===== config.mk =====
export PLATFORM = sky130hd
export DESIGN_NAME = bencode_structure_scanner_flat
export DESIGN_NICKNAME = d
export VERILOG_FILES = /design/src/hw/rtl/bss_pkg.sv /design/src/hw/rtl/bss_if.sv /design/src/hw/rtl/bss_front.sv /design/src/hw/rtl/bss_queue.sv /design/src/hw/rtl/bss_back.sv /design/src/hw/rtl/bencode_structure_scanner.sv /design/src/flat_wrapper.sv
export SDC_FILE = /design/constraint.sdc
export NUM_CORES = 1
export LEC_CHECK = 0
export BUFFER_PORTS_ARGS = -buffer_cell sky130_fd_sc_hd__buf_4
export CAP_MARGIN = 20
export CORE_AREA = 3 3 201 203
export CTS_BUF_LIST = sky130_fd_sc_hd__clkbuf_4
export CTS_CLUSTER_DIAMETER = 30
export DETAILED_ROUTE_END_ITERATION = 10
export DIE_AREA = 0 0 204 206
export SLEW_MARGIN = 25
export SYNTH_ARGS = -nofsm -noshare
export SYNTH_HDL_FRONTEND = slang
export SYNTH_SLANG_ARGS = --single-unit

===== constraint.sdc =====
create_clock -name clk -period 9.71 [get_ports clk]
set_input_delay 1.942 -clock clk [delete_from_list [all_inputs] [get_ports clk]]
set_output_delay 1.942 -clock clk [all_outputs]
set_load 0.1 [all_outputs]

===== src/hw/rtl/bss_pkg.sv =====
// ----------------------------------------------------------------------------
// bss_pkg
// Shared types and constants for the bencode structure scanner.
// ----------------------------------------------------------------------------
package bss_pkg;

    localparam logic [7:0] CH_COLON = 8'h3A;
    localparam logic [7:0] CH_INT   = 8'h69;
    localparam logic [7:0] CH_END   = 8'h65;
    localparam logic [7:0] CH_DICT  = 8'h64;
    localparam logic [7:0] CH_LIST  = 8'h6C;
    localparam logic [7:0] CH_ZERO  = 8'h30;
    localparam logic [7:0] CH_NINE  = 8'h39;

    localparam int LEN_RADIX   = 10;
    localparam int QUEUE_DEPTH = 2;

    localparam logic [1:0] KIND_DICT = 2'd0;
    localparam logic [1:0] KIND_LIST = 2'd1;
    localparam logic [1:0] KIND_END  = 2'd2;

    localparam logic [1:0] ST_OK        = 2'd0;
    localparam logic [1:0] ST_LEN_FAULT = 2'd1;
    localparam logic [1:0] ST_UNDERFLOW = 2'd2;
    localparam logic [1:0] ST_OVERFLOW  = 2'd3;

    typedef enum logic [1:0] {
        MODE_TOP  = 2'd0,
        MODE_LEN  = 2'd1,
        MODE_BODY = 2'd2,
        MODE_INT  = 2'd3
    } scan_mode_t;

    typedef enum logic [2:0] {
        EVT_NONE      = 3'd0,
        EVT_OPEN_D    = 3'd1,
        EVT_OPEN_L    = 3'd2,
        EVT_CLOSE     = 3'd3,
        EVT_LEN_FAULT = 3'd4
    } evt_kind_t;

    typedef struct packed {
        evt_kind_t kind;
        logic      clear;
    } scan_evt_t;

endpackage


===== src/hw/rtl/bss_if.sv =====
// ----------------------------------------------------------------------------
// bss_if
// Word channels of the scanner: input bytes and marker results.
// ----------------------------------------------------------------------------
interface bss_byte_if;
    logic       valid;
    logic       ready;
    logic [7:0] byte_value;
    logic       first_byte;

    modport source
    (
        output valid,
        output byte_value,
        output first_byte,
        input  ready
    );

    modport sink
    (
        input  valid,
        input  byte_value,
        input  first_byte,
        output ready
    );
endinterface

interface bss_marker_if #(parameter int POSITION_BITS = 24);
    logic                     valid;
    logic                     ready;
    logic [POSITION_BITS-1:0] marker_position;
    logic [1:0]               marker_kind;
    logic [5:0]               nesting_depth;
    logic [1:0]               status;

    modport source
    (
        output valid,
        output marker_position,
        output marker_kind,
        output nesting_depth,
        output status,
        input  ready
    );

    modport sink
    (
        input  valid,
        input  marker_position,
        input  marker_kind,
        input  nesting_depth,
        input  status,
        output ready
    );
endinterface


===== src/hw/rtl/bss_front.sv =====
// ----------------------------------------------------------------------------
// bss_front
// Byte scanner: tracks scan mode, string length and skip count, and queues
// one event per marker, length fault or buffer start.
// ----------------------------------------------------------------------------
module bss_front #(
    parameter int POSITION_BITS = 24
) (
    input  logic                                            clk,
    input  logic                                            rst_n,
    bss_byte_if.sink                                        in_ch,
    input  logic                                            push_ready,
    output logic                                            push_valid,
    output logic [POSITION_BITS+$bits(bss_pkg::scan_evt_t)-1:0] push_data
);

    localparam int PB = POSITION_BITS;
    localparam logic [PB-1:0] POS_MAX = {PB{1'b1}};

    bss_pkg::scan_mode_t mode_reg, mode_next, mode_cur;
    logic [PB-1:0]       accum_reg, accum_next, accum_cur;
    logic [PB-1:0]       skip_reg, skip_next, skip_cur, skip_dec;
    logic [PB-1:0]       pos_reg, pos_next, pos_cur;
    logic                accept;
    logic                is_digit;
    logic [3:0]          digit;
    logic [PB+3:0]       accum_x10;
    logic [PB-1:0]       accum_sat;
    bss_pkg::scan_evt_t  evt;

    assign in_ch.ready = push_ready;
    assign accept      = in_ch.valid & in_ch.ready;

    assign mode_cur  = in_ch.first_byte ? bss_pkg::MODE_TOP : mode_reg;
    assign accum_cur = in_ch.first_byte ? '0 : accum_reg;
    assign skip_cur  = in_ch.first_byte ? '0 : skip_reg;
    assign pos_cur   = in_ch.first_byte ? '0 : pos_reg;

    assign is_digit = (in_ch.byte_value >= bss_pkg::CH_ZERO)
                    && (in_ch.byte_value <= bss_pkg::CH_NINE);
    assign digit    = 4'(in_ch.byte_value - bss_pkg::CH_ZERO);

    assign accum_x10 = ({4'b0, accum_cur} << 3) + ({4'b0, accum_cur} << 1)
                     + {{PB{1'b0}}, digit};
    assign accum_sat = (accum_x10[PB+3:PB] != 4'b0) ? POS_MAX : accum_x10[PB-1:0];
    assign skip_dec  = (skip_cur != '0) ? skip_cur - 1'b1 : skip_cur;

    // next state
    always_comb
    begin
        mode_next  = mode_cur;
        accum_next = accum_cur;
        skip_next  = skip_cur;
        pos_next   = pos_cur + 1'b1;
        unique case (mode_cur)
            bss_pkg::MODE_TOP:
            begin
                if (is_digit)
                begin
                    accum_next = {{(PB-4){1'b0}}, digit};
                    mode_next  = bss_pkg::MODE_LEN;
                end
                else if (in_ch.byte_value == bss_pkg::CH_INT)
                begin
                    mode_next = bss_pkg::MODE_INT;
                end
            end
            bss_pkg::MODE_LEN:
            begin
                if (is_digit)
                begin
                    accum_next = accum_sat;
                end
                else if (in_ch.byte_value == bss_pkg::CH_COLON)
                begin
                    accum_next = '0;
                    if (accum_cur == '0)
                    begin
                        mode_next = bss_pkg::MODE_TOP;
                    end
                    else
                    begin
                        skip_next = accum_cur;
                        mode_next = bss_pkg::MODE_BODY;
                    end
                end
                else
                begin
                    accum_next = '0;
                    mode_next  = bss_pkg::MODE_TOP;
                end
            end
            bss_pkg::MODE_BODY:
            begin
                skip_next = skip_dec;
                if (skip_dec == '0)
                begin
                    mode_next = bss_pkg::MODE_TOP;
                end
            end
            bss_pkg::MODE_INT:
            begin
                if (in_ch.byte_value == bss_pkg::CH_END)
                begin
                    mode_next = bss_pkg::MODE_TOP;
                end
            end
            default:
            begin
                mode_next = bss_pkg::MODE_TOP;
            end
        endcase
    end

    // event classification
    always_comb
    begin
        evt.clear = in_ch.first_byte;
        evt.kind  = bss_pkg::EVT_NONE;
        unique case (mode_cur)
            bss_pkg::MODE_TOP:
            begin
                if (in_ch.byte_value == bss_pkg::CH_DICT)
                begin
                    evt.kind = bss_pkg::EVT_OPEN_D;
                end
                else if (in_ch.byte_value == bss_pkg::CH_LIST)
                begin
                    evt.kind = bss_pkg::EVT_OPEN_L;
                end
                else if (in_ch.byte_value == bss_pkg::CH_END)
                begin
                    evt.kind = bss_pkg::EVT_CLOSE;
                end
            end
            bss_pkg::MODE_LEN:
            begin
                if (!is_digit && (in_ch.byte_value != bss_pkg::CH_COLON))
                begin
                    evt.kind = bss_pkg::EVT_LEN_FAULT;
                end
            end
            default:
            begin
                evt.kind = bss_pkg::EVT_NONE;
            end
        endcase
    end

    assign push_valid = accept && ((evt.kind != bss_pkg::EVT_NONE) || evt.clear);
    assign push_data  = {evt, pos_cur};

    always_ff @(posedge clk or negedge rst_n)
    begin
        if (!rst_n)
        begin
            mode_reg  <= bss_pkg::MODE_TOP;
            accum_reg <= '0;
            skip_reg  <= '0;
            pos_reg   <= '0;
        end
        else if (accept)
        begin
            mode_reg  <= mode_next;
            accum_reg <= accum_next;
            skip_reg  <= skip_next;
            pos_reg   <= pos_next;
        end
    end

endmodule


===== src/hw/rtl/bss_queue.sv =====
// ----------------------------------------------------------------------------
// bss_queue
// Short event queue between the scanner and the depth tracker.
// ----------------------------------------------------------------------------
module bss_queue #(
    parameter int WIDTH = 28
) (
    input  logic             clk,
    input  logic             rst_n,
    input  logic             push_valid,
    output logic             push_ready,
    input  logic [WIDTH-1:0] push_data,
    output logic             pop_valid,
    input  logic             pop_ready,
    output logic [WIDTH-1:0] pop_data
);

    localparam int PTR_BITS = (bss_pkg::QUEUE_DEPTH > 1) ? $clog2(bss_pkg::QUEUE_DEPTH) : 1;
    localparam int CNT_BITS = $clog2(bss_pkg::QUEUE_DEPTH + 1);
    localparam logic [PTR_BITS-1:0] LAST_PTR = PTR_BITS'(bss_pkg::QUEUE_DEPTH - 1);
    localparam logic [CNT_BITS-1:0] FULL_CNT = CNT_BITS'(bss_pkg::QUEUE_DEPTH);

    logic [WIDTH-1:0]    entry_reg [bss_pkg::QUEUE_DEPTH];
    logic [PTR_BITS-1:0] wr_ptr_reg, wr_ptr_next;
    logic [PTR_BITS-1:0] rd_ptr_reg, rd_ptr_next;
    logic [CNT_BITS-1:0] count_reg, count_next;
    logic                do_push;
    logic                do_pop;

    assign push_ready = (count_reg != FULL_CNT);
    assign pop_valid  = (count_reg != '0);
    assign pop_data   = entry_reg[rd_ptr_reg];
    assign do_push    = push_valid & push_ready;
    assign do_pop     = pop_valid & pop_ready;

    assign wr_ptr_next = (wr_ptr_reg == LAST_PTR) ? '0 : wr_ptr_reg + 1'b1;
    assign rd_ptr_next = (rd_ptr_reg == LAST_PTR) ? '0 : rd_ptr_reg + 1'b1;

    always_comb
    begin
        count_next = count_reg;
        if (do_push && !do_pop)
        begin
            count_next = count_reg + 1'b1;
        end
        else if (do_pop && !do_push)
        begin
            count_next = count_reg - 1'b1;
        end
    end

    always_ff @(posedge clk)
    begin
        if (do_push)
        begin
            entry_reg[wr_ptr_reg] <= push_data;
        end
    end

    always_ff @(posedge clk or negedge rst_n)
    begin
        if (!rst_n)
        begin
            wr_ptr_reg <= '0;
            rd_ptr_reg <= '0;
            count_reg  <= '0;
        end
        else
        begin
            if (do_push)
            begin
                wr_ptr_reg <= wr_ptr_next;
            end
            if (do_pop)
            begin
                rd_ptr_reg <= rd_ptr_next;
            end
            count_reg <= count_next;
        end
    end

endmodule


===== src/hw/rtl/bss_back.sv =====
// ----------------------------------------------------------------------------
// bss_back
// Depth tracker: applies queued events to the nesting depth and registers
// one marker result per event that carries a marker or a length fault.
// ----------------------------------------------------------------------------
module bss_back #(
    parameter int POSITION_BITS = 24,
    parameter int MAX_DEPTH     = 32
) (
    input  logic                                            clk,
    input  logic                                            rst_n,
    input  logic                                            pop_valid,
    output logic                                            pop_ready,
    input  logic [POSITION_BITS+$bits(bss_pkg::scan_evt_t)-1:0] pop_data,
    bss_marker_if.source                                    out_ch
);

    localparam int PB = POSITION_BITS;
    localparam int DW = $clog2(MAX_DEPTH + 1);
    localparam logic [DW-1:0] DEPTH_MAX = DW'(MAX_DEPTH);

    bss_pkg::scan_evt_t evt;
    logic [PB-1:0]      evt_pos;
    logic [DW-1:0]      depth_reg, depth_next, depth_cur;
    logic               do_pop;
    logic               has_result;
    logic [1:0]         res_kind;
    logic [1:0]         res_status;
    logic [DW-1:0]      res_depth;
    logic [DW+5:0]      res_depth_wide;

    logic               out_valid_reg, out_valid_next;
    logic [PB-1:0]      out_pos_reg;
    logic [1:0]         out_kind_reg;
    logic [5:0]         out_depth_reg;
    logic [1:0]         out_status_reg;

    assign evt       = bss_pkg::scan_evt_t'(pop_data[PB +: $bits(bss_pkg::scan_evt_t)]);
    assign evt_pos   = pop_data[PB-1:0];
    assign pop_ready = !out_valid_reg || out_ch.ready;
    assign do_pop    = pop_valid & pop_ready;
    assign depth_cur = evt.clear ? '0 : depth_reg;

    always_comb
    begin
        has_result = 1'b1;
        res_kind   = bss_pkg::KIND_DICT;
        res_status = bss_pkg::ST_OK;
        res_depth  = depth_cur;
        depth_next = depth_cur;
        unique case (evt.kind)
            bss_pkg::EVT_OPEN_D,
            bss_pkg::EVT_OPEN_L:
            begin
                res_kind = (evt.kind == bss_pkg::EVT_OPEN_D) ? bss_pkg::KIND_DICT
                                                             : bss_pkg::KIND_LIST;
                if (depth_cur >= DEPTH_MAX)
                begin
                    res_status = bss_pkg::ST_OVERFLOW;
                end
                else
                begin
                    depth_next = depth_cur + 1'b1;
                    res_depth  = depth_cur + 1'b1;
                end
            end
            bss_pkg::EVT_CLOSE:
            begin
                res_kind = bss_pkg::KIND_END;
                if (depth_cur == '0)
                begin
                    res_status = bss_pkg::ST_UNDERFLOW;
                end
                else
                begin
                    depth_next = depth_cur - 1'b1;
                end
            end
            bss_pkg::EVT_LEN_FAULT:
            begin
                res_status = bss_pkg::ST_LEN_FAULT;
            end
            default:
            begin
                has_result = 1'b0;
            end
        endcase
    end

    assign res_depth_wide = {6'b0, res_depth};

    always_comb
    begin
        out_valid_next = out_valid_reg && !out_ch.ready;
        if (do_pop)
        begin
            out_valid_next = has_result;
        end
    end

    always_ff @(posedge clk or negedge rst_n)
    begin
        if (!rst_n)
        begin
            depth_reg     <= '0;
            out_valid_reg <= 1'b0;
        end
        else
        begin
            if (do_pop)
            begin
                depth_reg <= depth_next;
            end
            out_valid_reg <= out_valid_next;
        end
    end

    always_ff @(posedge clk)
    begin
        if (do_pop && has_result)
        begin
            out_pos_reg    <= evt_pos;
            out_kind_reg   <= res_kind;
            out_depth_reg  <= res_depth_wide[5:0];
            out_status_reg <= res_status;
        end
    end

    assign out_ch.valid           = out_valid_reg;
    assign out_ch.marker_position = out_pos_reg;
    assign out_ch.marker_kind     = out_kind_reg;
    assign out_ch.nesting_depth   = out_depth_reg;
    assign out_ch.status          = out_status_reg;

endmodule


===== src/hw/rtl/bencode_structure_scanner.sv =====
// Throughput: one byte per cycle, sustained, with the output taken each cycle.
// A marker byte accepted by the scanner is written into the event queue and then
//   into the depth tracker's output register, which drives the output.
// The two-entry event queue lets the byte scanner run on while a result stalls.
// Reset: rst_n clears mode, counters, position, depth and all valid flags at
//   once; no clearing pass is needed.
// ----------------------------------------------------------------------------
// bencode_structure_scanner
// Scans a bencoded byte stream and reports each container open and close
// with its position and nesting depth, flagging malformed structure.
// ----------------------------------------------------------------------------
module bencode_structure_scanner #(
    parameter int POSITION_BITS = 24,
    parameter int MAX_DEPTH     = 32
) (
    input  logic         clk,
    input  logic         rst_n,
    bss_byte_if.sink     in_ch,
    bss_marker_if.source out_ch
);

    localparam int QW = POSITION_BITS + $bits(bss_pkg::scan_evt_t);

    logic          push_valid;
    logic          push_ready;
    logic [QW-1:0] push_data;
    logic          pop_valid;
    logic          pop_ready;
    logic [QW-1:0] pop_data;

    bss_front #(
        .POSITION_BITS (POSITION_BITS)
    ) u_front (
        .clk        (clk),
        .rst_n      (rst_n),
        .in_ch      (in_ch),
        .push_ready (push_ready),
        .push_valid (push_valid),
        .push_data  (push_data)
    );

    bss_queue #(
        .WIDTH (QW)
    ) u_queue (
        .clk        (clk),
        .rst_n      (rst_n),
        .push_valid (push_valid),
        .push_ready (push_ready),
        .push_data  (push_data),
        .pop_valid  (pop_valid),
        .pop_ready  (pop_ready),
        .pop_data   (pop_data)
    );

    bss_back #(
        .POSITION_BITS (POSITION_BITS),
        .MAX_DEPTH     (MAX_DEPTH)
    ) u_back (
        .clk       (clk),
        .rst_n     (rst_n),
        .pop_valid (pop_valid),
        .pop_ready (pop_ready),
        .pop_data  (pop_data),
        .out_ch    (out_ch)
    );

endmodule

===== src/flat_wrapper.sv =====
// flat-port wrapper written by rule: the top's interface ports become plain ports
module bencode_structure_scanner_flat 
#(
    parameter int POSITION_BITS = 24,
    parameter int MAX_DEPTH     = 32
)
  (clk, rst_n, in_ch_valid, in_ch_byte_value, in_ch_first_byte, in_ch_ready, out_ch_valid, out_ch_marker_position, out_ch_marker_kind, out_ch_nesting_depth, out_ch_status, out_ch_ready);
  bss_byte_if in_ch_i ();
  bss_marker_if #(.POSITION_BITS(POSITION_BITS)) out_ch_i ();
  input  logic clk;
  input  logic rst_n;
  input wire logic [$bits(in_ch_i.valid)-1:0] in_ch_valid;
  input wire logic [$bits(in_ch_i.byte_value)-1:0] in_ch_byte_value;
  input wire logic [$bits(in_ch_i.first_byte)-1:0] in_ch_first_byte;
  output wire logic [$bits(in_ch_i.ready)-1:0] in_ch_ready;
  output wire logic [$bits(out_ch_i.valid)-1:0] out_ch_valid;
  output wire logic [$bits(out_ch_i.marker_position)-1:0] out_ch_marker_position;
  output wire logic [$bits(out_ch_i.marker_kind)-1:0] out_ch_marker_kind;
  output wire logic [$bits(out_ch_i.nesting_depth)-1:0] out_ch_nesting_depth;
  output wire logic [$bits(out_ch_i.status)-1:0] out_ch_status;
  input wire logic [$bits(out_ch_i.ready)-1:0] out_ch_ready;
  assign in_ch_i.valid = in_ch_valid;
  assign in_ch_i.byte_value = in_ch_byte_value;
  assign in_ch_i.first_byte = in_ch_first_byte;
  assign in_ch_ready = in_ch_i.ready;
  assign out_ch_valid = out_ch_i.valid;
  assign out_ch_marker_position = out_ch_i.marker_position;
  assign out_ch_marker_kind = out_ch_i.marker_kind;
  assign out_ch_nesting_depth = out_ch_i.nesting_depth;
  assign out_ch_status = out_ch_i.status;
  assign out_ch_i.ready = out_ch_ready;
  bencode_structure_scanner #(.POSITION_BITS(POSITION_BITS), .MAX_DEPTH(MAX_DEPTH)) u_core (.clk(clk), .rst_n(rst_n), .in_ch(in_ch_i), .out_ch(out_ch_i));
endmodule

* Word level (Yosys, flattened, before mapping)
Memory sizes are Yosys's and may differ from the RTL's. Index checks and enable logic that the tools add are counted.
Operators by class: equality and inequality tests 14, $lt $le $gt $ge 3, multiplexer cells 44, reduce and logical (&&, ||, !) cells 25, bitwise operators 3, add/subtract/negate cells 11
Operator list (count):
- 2-to-1 mux 24 bit | 10
- one-hot mux 24 bit (2 select lines) | 2
- zero test 24 bit | 2
- == test 8 x 7 -> 1 bit (second input constant) | 4
- 2-to-1 mux 2 bit | 15
- adder 27 x 25 -> 28 bit | 1
- adder 28 x 4 -> 28 bit | 1
- adder 24 x 1 -> 24 bit (second input constant) | 1
- 2-to-1 mux 6 bit | 4
- nonzero test 24 bit | 1
- subtractor 24 x 1 -> 24 bit (second input constant) | 1
- one-hot mux 6 bit (2 select lines) | 1
- == test 8 x 6 -> 1 bit (second input constant) | 1
- greater-or-equal comparator 8 x 6 -> 1 bit (second input constant) | 1
- less-or-equal comparator 8 x 6 -> 1 bit (second input constant) | 1
- != test 8 x 6 -> 1 bit (second input constant) | 1
- one-hot mux 2 bit (4 select lines) | 1
- logical AND 1 bit | 7
- 2-to-1 mux 1 bit | 7
- adder 6 x 1 -> 6 bit (second input constant) | 1
- == test 3 x 2 -> 1 bit (second input constant) | 2
- greater-or-equal comparator 6 bit (second input constant) | 1
- zero test 6 bit | 1
- one-hot mux 2 bit (3 select lines) | 1
- 22 further kinds | 32
Word-level totals: output and inout port bits 36, input bits 13, bits in writable memories 56, logic and storage cells 114, memories 1, register bits 119
Memory list:
- u_core.u_queue.entry_reg | words 2, width 28, read ports 1, clocked after memory_dff 0, wr ports 1, RTL line bss_queue.sv:23 | logic [WIDTH-1:0] entry_reg [bss_pkg::QUEUE_DEPTH];

* Logic depth before layout (Yosys ltp)
Gate-level depths: netlist of the first run.
depth in word-level cells 14, mapped depth 18, mapped depth without buffers 15

* Modules after synthesis
A second synthesis of the first run with hierarchy kept.
Unflattened totals: cell total of the unflattened synthesis 1204, area, all modules 11496.0 sq um
By module, submodules not included:
- bss_front | seq. area each 1851.8 sq um, cells each 948, times used 1, area an instance 7285.7 sq um
- bss_queue | seq. area each 1781.7 sq um, cells each 105, times used 1, area an instance 2262.2 sq um
- bss_back | seq. area each 1196.1 sq um, cells each 151, times used 1, area an instance 1948.1 sq um

* Worst setup path before layout of the first run
OpenSTA, ideal clock, no wires.
path kind input port to flip-flop, start point in in_ch_first_byte, end point mem u_core.u_queue.entry_reg[0][0], enable pin, setup time 0.448 ns, path buffers 3, setup slack 3.447 ns, required time 9.262 ns, arrival 5.815 ns, stages on the path 11, cells stage by stage inv_1 clkbuf_1 clkbuf_1 nand2_1 inv_1 ha_1 clkbuf_1 inv_1 nor4_1 nor4_1 nor3_1
Between the ends: word-level cells in the longest chain between the ends 9, elaborated cells between the ends (all ways) 10, classes of those cells eq/ne (1); mux (4); bitwise (1); reduce/logical (4)
Ends and longest elaborated chain:
- start: declaration | RTL line flat_wrapper.sv:14 | input wire logic [$bits(in_ch_i.first_byte)-1:0] in_ch_first_byte;
- 2-to-1 mux 2 bit * | RTL line bss_front.sv:34 | assign mode_cur = in_ch.first_byte ? bss_pkg::MODE_TOP : mode_reg;
- == test 2 x 1 -> 1 bit / zero test 2 bit (equally long branches) | RTL line bss_front.sv:120 | unique case (mode_cur)
- one-hot mux 3 bit (2 select lines) * | RTL line bss_front.sv:120
- named net u_core.push_data[27] | RTL line bencode_structure_scanner.sv:26 | logic [QW-1:0] push_data;
- nonzero test 3 bit * | RTL line bss_front.sv:150 | assign push_valid = accept && ((evt.kind != bss_pkg::EVT_NONE) || evt.clear);
- logical OR 1 bit * | RTL line bss_front.sv:150
- logical AND 1 bit * | RTL line bss_front.sv:150
- AND 1 bit * | RTL line bss_queue.sv:33 | assign do_push = push_valid & push_ready;
- 2-to-1 mux 1 bit * | RTL line bss_queue.sv:54 | if (do_push)
- 2-to-1 mux 1 bit (not written as such) * | RTL line bss_queue.sv:56 | entry_reg[wr_ptr_reg] <= push_data;
- end: declaration | RTL line bss_queue.sv:23
The timed path passes the listed nets; every way through them passes the cells marked *.

* Worst setup path after layout of the first run
start point in in_ch_first_byte, end point reg u_core.u_front.accum_reg[14]
Between the ends: word-level cells in the longest chain between the ends 7, elaborated cells between the ends (all ways) 11, classes of those cells add/sub (2); eq/ne (1); mux (6); reduce/logical (2)
Ends and longest elaborated chain:
- 2-to-1 mux 24 bit | RTL line bss_front.sv:35 | assign accum_cur = in_ch.first_byte ? '0 : accum_reg;
- adder 27 x 25 -> 28 bit | RTL line bss_front.sv:43 | assign accum_x10 = ({4'b0, accum_cur} << 3) + ({4'b0, accum_cur} << 1)
- adder 28 x 4 -> 28 bit | RTL line bss_front.sv:44 | + {{PB{1'b0}}, digit};
- nonzero test 4 bit | RTL line bss_front.sv:45 | assign accum_sat = (accum_x10[PB+3:PB] != 4'b0) ? POS_MAX : accum_x10[PB-1:0];
- 2-to-1 mux 24 bit | RTL line bss_front.sv:45
- 2-to-1 mux 24 bit | RTL line bss_front.sv:70 | if (is_digit)
- one-hot mux 24 bit (2 select lines) * | RTL line bss_front.sv:55 | unique case (mode_cur)
- end signal: assignment | RTL line bss_front.sv:165 | accum_reg <= accum_next;
- end: declaration | RTL line bss_front.sv:21 | logic [PB-1:0] accum_reg, accum_next, accum_cur;
Every way passes the cells marked *; elsewhere a longest branch is shown, timed or not. A chain may end at the register's enable or synchronous reset.

==> results.md, run 1 <==
- Status: finished clean
- Clk buf depth: 2
- Layout filler cell count: about 4000
- Final Hold Fails: 0
- Grt ovf: 0
- DR iter-0 viols: between 700 and 800
- Initial antenna violation count: 1
- Largest net degree at the start of global routing: 77
- Die W: 204 um
- Number of synthesized register bits: 175
- Initial Utilization: 0.280
- FF-to-FF setup slack: 5.70 ns
- Cell Pwr Density: 237 mW/mm^2
- Synth async-reset ratio: 0.486
- Vias in the first global route: 8244
- Global-route wire length before repair: 44300 um
- Ports: between 40 and 50
- Global Route Usage Sum: 0.130
- Layout Cells excl Fill: 1641
- Synth unique cells: 75
- # setup viols final: 0
- Number of flip-flops under the largest register name: 56
- Setup TNS: 0 ns
- Max cap viols: 0
- Lkg Pwr: 5.05 nW
- Vias per inst: about 5.2
- Die H: 206 um
- Core box area: 0.0386 mm^2
- Root buffer cell: clkbuf_4
- RSZ-0062 raised after global routing: no
- CTS tree: done
- CP max FO: 38
- CTS Buf Count: 17
- WL final: ~27000 um
- GPL Wtd Cong: 0.887
- Layout cells sized above 1: 0.125
- Initial DRT Pass Iterations: 5
- Area Growth Syn to Fin: 10.5%
- Syn Std Cell Area: 0.0108 mm^2
- Worst slew pin tran: 1.05 ns
- Routed len/inst: 16.7 um
- Drc violations: 0
- Post-synth EDFFs: 90
- Layout net count: 1175
- Clk sinks: about 180
- FMAX: 185 MHz
- Post-cts repair resize count: 0
- Port bufs: 48
- Post-layout util: 0.310
- Synth warn: 0
- Final min period: 5.39 ns
- Final Slew Violations: 0
- Synth Instances: 1093
- Crit end category: register
- Placed Cells: 1607
- Routed Antenna Nets: 0
- Critical path class: in -> reg
- Prevailing post-synth register cell: edfxtp_1
- Setup bufs post-CTS: 0
- Seq/Total Area, Yosys: 0.446
- Clock skew: 0.0308 ns
- Die footprint: 0.0420 mm^2
- Vias: between 8000 and 9000
- Hold Path Class: reg -> reg
- Htree depth: 4
- Crit path required time: between 10 and 15 ns
- Slew HR: 0.295
- Num rows: 72
- Peak VDD IR: approximately 0.095 mV
- HPWL after DPL: 19600 um
- Critical path data arrival time: 5.85 ns
- Synth Area per Inst: just under 10 um^2
- Clock Latency Late Sink: 0.57 ns
- Worst setup SP type: input pin
- Post-Syn Nets: 1160
- Final Cycle Share: 0.555
- Clk pin slew, worst setup/hold paths: roughly 0.15 ns
- Hold buffer count at CTS: 0
[path summary, 6_finish.rpt]
path / cells past startpoint / endpoint / from
min reg2reg: 1 / u_core.u_queue.count_reg[1] / u_core.u_queue.count_reg[1]
max reg2reg: 13 / u_core.u_front.accum_reg[14] / u_core.u_front.accum_reg[0]
max: 18 / u_core.u_front.accum_reg[14] / in_ch_first_byte
min: 1 / u_core.u_queue.count_reg[1] / u_core.u_queue.count_reg[1]
min in group asynchronous: 1 / u_core.u_back.depth_reg[0] / rst_n
max in group asynchronous: 2 / u_core.u_front.pos_reg[18] / rst_n
[report_power, final]
part,internal (W),switching (W)
logic,0.000375,0.000994
registers,0.000981,0.0000999
clock network,0.000113,0.000272
total,0.00147,0.00137
[critical path, cell delays in order]
cell and delay [ns]:
buf_4 0.33, inv_1 0.08, buf_4 0.28, nand2_1 0.17
inv_1 0.07, ha_1 0.27, ha_1 0.19, inv_1 0.06
fa_1 0.39, nor2b_1 0.17, o2111ai_1 0.20, a31oi_1 0.38
nor4_1 0.13, o211ai_1 0.28, a21bo_2 0.25, a31oi_1 0.09
buf_4 0.24, a211o_1 0.29
[synth_stat cells, types with 12 or more instances]
library cell  instances  area [um^2]
a21o_1               12         90.1
a21oi_1              52          260
a221o_1              15          150
and3_1               19          119
clkbuf_1             53          199
dfrtp_1              85         2130
edfxtp_1             90         2700
ha_1                 53          663
inv_1                37          139
mux2_2               28          315
mux2i_1              33          330
nand2_1              95          357
nand3_1              23          115
nand4_1              13         81.3
nor2_1               84          315
nor2b_1              51          319
nor3_1               25          125
nor4_1               20          125
o21ai_0              67          335
o22ai_1              12         75.1
xnor2_1              31          272
xor2_1               24          210
[placed cells by master (no fill, tap or decap), drive strengths merged, types with 5 or more instances in the layout]
master,instances
inv,43
nor2,84
a22oi,6
mux2,28
mux2i,33
a41oi,5
nor2b,51
nor4,24
dfrtp,85
nor3,27
o211ai,5
nand3,23
a211o,8
nand4,13
buf,60
o21ai,68
o22a,6
a22o,11
o21a,10
nand2b,6
nand2,95
a31oi,10
clkinv,5
a21oi,52
or4,6
xnor2,31
a21o,12
a221o,15
edfxtp,90
o22ai,12
and2,12
ha,53
and3,19
o311ai,5
xor2,24
clkbuf,19
[routing by layer]
metal | GRT usage | wire, um | share of wire | up-vias
li1 | - | - | - | 4088
met1 | 0.171 | 12400 | 0.45 | 4126
met2 | 0.219 | 13000 | 0.47 | 279
met3 | 0.0227 | 1460 | 0.053 | 42
met4 | 0.0413 | 580 | 0.021 | 0
met5 | 0 | 0 | 0 | -
[cells by family after synthesis]
family | share of synthesized area
flops | 0.446
mux | 0.0596
fa+ha+maj | 0.0631
buf+inv | 0.0371
simple gates | 0.179
xor+xnor | 0.0445
compound gates | 0.171
[per-stage QoR]
step	total power, W	hold WS, ns	area [um^2]	worst slack, ns
after global placement	0.00245	0.483	11700	3.80
final	0.00283	0.507	12000	4.32
after detailed placement	0.00247	0.484	11700	3.76
after CTS	0.00286	0.504	12000	4.37
after global routing	0.00299	0.544	12000	4.06
after floorplan	0.00214	0.456	10800	3.45
[area by class of cell]
| cell class | instances | area [um^2] | share of cell area |
|---|---|---|---|
| clock buffer | 19 | 143 | 0.0119 |
| sequential | 175 | 4830 | 0.403 |
| tap | 518 | 648 | 0.0541 |
| clock inverter | 13 | 104 | 0.00867 |
| timing repair buffer | 60 | 474 | 0.0396 |
| multi-input combinational | 817 | 5630 | 0.470 |
| antenna | 2 | 5.00 | 0.000418 |
| inverter | 37 | 139 | 0.0116 |
No activity file was read; power rests on OpenSTA's default activity.
==> run 2: changes to the inputs <==
==> constraint.sdc (replaced) <==
create_clock -name clk -period 4.4 [get_ports clk]
set_input_delay 0.88 -clock clk [delete_from_list [all_inputs] [get_ports clk]]
set_output_delay 0.88 -clock clk [all_outputs]
set_load 0.1 [all_outputs]
==> run 2 against run 1 <==
Against the previous run: via count up 0.68%; setup slack got worse by 3.6 ns; final cell count is 1.3% higher; final area increased by 1.3%.
==> results.md, run 2 (synthesis results as in run 1) <==
- Vias in the first global route: 8389 (+1.8%)
- HPWL after DPL: 19900 um (+1.3%)
- RSZ-0062 raised after global routing: no
- FMAX: 272 MHz
- Setup TNS: 0 ns (unchanged)
- Setup bufs post-CTS: 0 (unchanged)
- CP max FO: 20 (-47%)
- Critical path data arrival time: 4.18 ns (-1.67 ns)
- Routed Antenna Nets: 0 (unchanged)
- Drc violations: 0 (unchanged)
- Worst R2R Path Depth: 13 (unchanged)
- Die H: 206 um (unchanged)
- Crit end category: register
- Post-cts repair resize count: 0 (unchanged)
- Crit path required time: 4.90 ns (-5.27 ns)
- Routed len/inst: 16.6 um (-0.63%)
- Power Total: 0.00625 W (+120%)
- Pre-CTS setup slack: 0.128 ns (-3.63 ns)
- Initial antenna violation count: 1 (unchanged)
- Number of flip-flops under the largest register name: 56 (unchanged)
- Max cap viols: 0 (unchanged)
- Clock Latency Late Sink: 0.62 ns (+0.05 ns)
- CTS Buf Count: 17 (unchanged)
- Placement Cell Area: 0.0119 mm^2 (+1.3%)
- Final Instance Area: 0.0121 mm^2 (+1.3%)
- Die footprint: 0.0420 mm^2 (unchanged)
- Commonest non-fill, non-tap cell in the layout: nand2_1
- Slew HR: 0.411 (+0.116)
- Initial DRT Pass Iterations: 5 (unchanged)
- GPL Wtd Cong: 0.872 (-1.6%)
- Num rows: 72 (unchanged)
- Area Growth Syn to Fin: 12.0%
- CTS tree: done
- Hold buffer count at CTS: 0 (unchanged)
- Final WS setup: 0.727 ns (-3.59 ns)
- Vias per inst: 5.17 (-0.59%)
- Ports: 49 (unchanged)
- Clk buf depth: 2 (unchanged)
- Global Route Usage Sum: 0.133 (+0.00331)
- Root buffer cell: clkbuf_4
- Clock skew: 0.0245 ns (-0.00630 ns)
- Vias: 8593 (+0.68%)
- Cell Pwr Density: 516 mW/mm^2 (+120%)
- Final Slew Violations: 0 (unchanged)
- Core box area: 0.0386 mm^2 (unchanged)
- Worst slew pin tran: 0.858 ns (-0.194 ns)
- # setup viols final: 0 (unchanged)
- Final Cycle Share: 0.835
- Worst setup SP type: input pin
- Final min period: 3.67 ns
- Worst R2R Start: u_core.u_front.accum_reg[0]
- Global-route wire length before repair: 45100 um (+1.7%)
- Layout net count: 1197 (+1.9%)
- FF-to-FF setup slack: 0.73 ns (-4.97 ns)
- Peak VDD IR: 0.301 mV (+220%)
- Final Hold Fails: 0 (unchanged)
- Layout cells sized above 1: 0.142 (+0.0168)
- Lkg Pwr: 5.15 nW (+2.0%)
- Die W: 204 um (unchanged)
- Port bufs: 48 (unchanged)
- Critical path class: in -> reg
- Initial Utilization: 0.280 (unchanged)
- Post-layout util: 0.314 (+0.00395)
- Clk sinks: 175 (unchanged)
- Status: finished clean
- Clk pin slew, worst setup/hold paths: 0.15 ns (about the same)
- Largest net degree at the start of global routing: 44 (-43%)
- DR iter-0 viols: 696 (-9.1%)
- Most frequent cells in the layout: nand2_1, edfxtp_1, dfrtp_1
- Hold Path Class: in -> async
- Worst r2r dst: u_core.u_front.accum_reg[5]
- Grt ovf: 0 (unchanged)
- WL final: 27500 um (+0.64%)
- Htree depth: 4 (unchanged)
-- run 2: critical path, stage by stage --
cell       delay (ns)
buf_4            0.21
inv_1            0.08
nand2_1          0.11
inv_1            0.07
ha_1             0.28
ha_1             0.19
inv_1            0.06
fa_1             0.40
nor2b_1          0.17
o2111ai_1        0.15
a31oi_1          0.33
nor4_1           0.13
o211ai_1         0.26
a21bo_2          0.22
a31oi_1          0.09
buf_4            0.24
a211o_1          0.29
-- run 2: power by group --
part | internal, W | switching (W) | total (W)
Sequential | 0.00216 | 0.000203 | 0.00237
Combinational | 0.000826 | 0.00218 | 0.00300
Clock | 0.000251 | 0.000634 | 0.000884
-- run 2: per-stage QoR --
step | hold slack [ns] | std cells
detailed placement | 0.492 | 1629
finish | 0.0636 | 1662
global placement | 0.482 | 1629
CTS | 0.0160 | 1661
floorplan | 0.465 | 1093
global route | 0.0225 | 1662
-- run 2: layer usage --
metal,track usage,part of all wire
met5,0,0
met4,0.0433,0.018
met3,0.0216,0.047
met2,0.212,0.46
met1,0.186,0.48
-- run 2: area by class of cell --
type / count / area (um^2)
diodes: 1 / 2.50
clock buffers: 18 / 135
clock inverters: 14 / 121
fillers: 3899 / 26500
inverters: 37 / 139
multi-input cells: 817 / 5640
flip-flops and latches: 175 / 4830
well taps: 518 / 648
repair buffers: 82 / 616
-- run 2: worst max-delay path by stage --
stage	from	end	cells past startpoint
final	in_ch_first_byte	u_core.u_front.accum_reg[5]	17
after global routing	u_core.u_front.accum_reg[0]	u_core.u_front.accum_reg[12]	15
after floorplan	in_ch_first_byte	u_core.u_front.accum_reg[18]	17
after CTS	in_ch_first_byte	u_core.u_front.accum_reg[15]	17
after global placement	in_ch_first_byte	u_core.u_front.accum_reg[23]	17
after detailed placement	in_ch_first_byte	u_core.u_front.accum_reg[8]	17
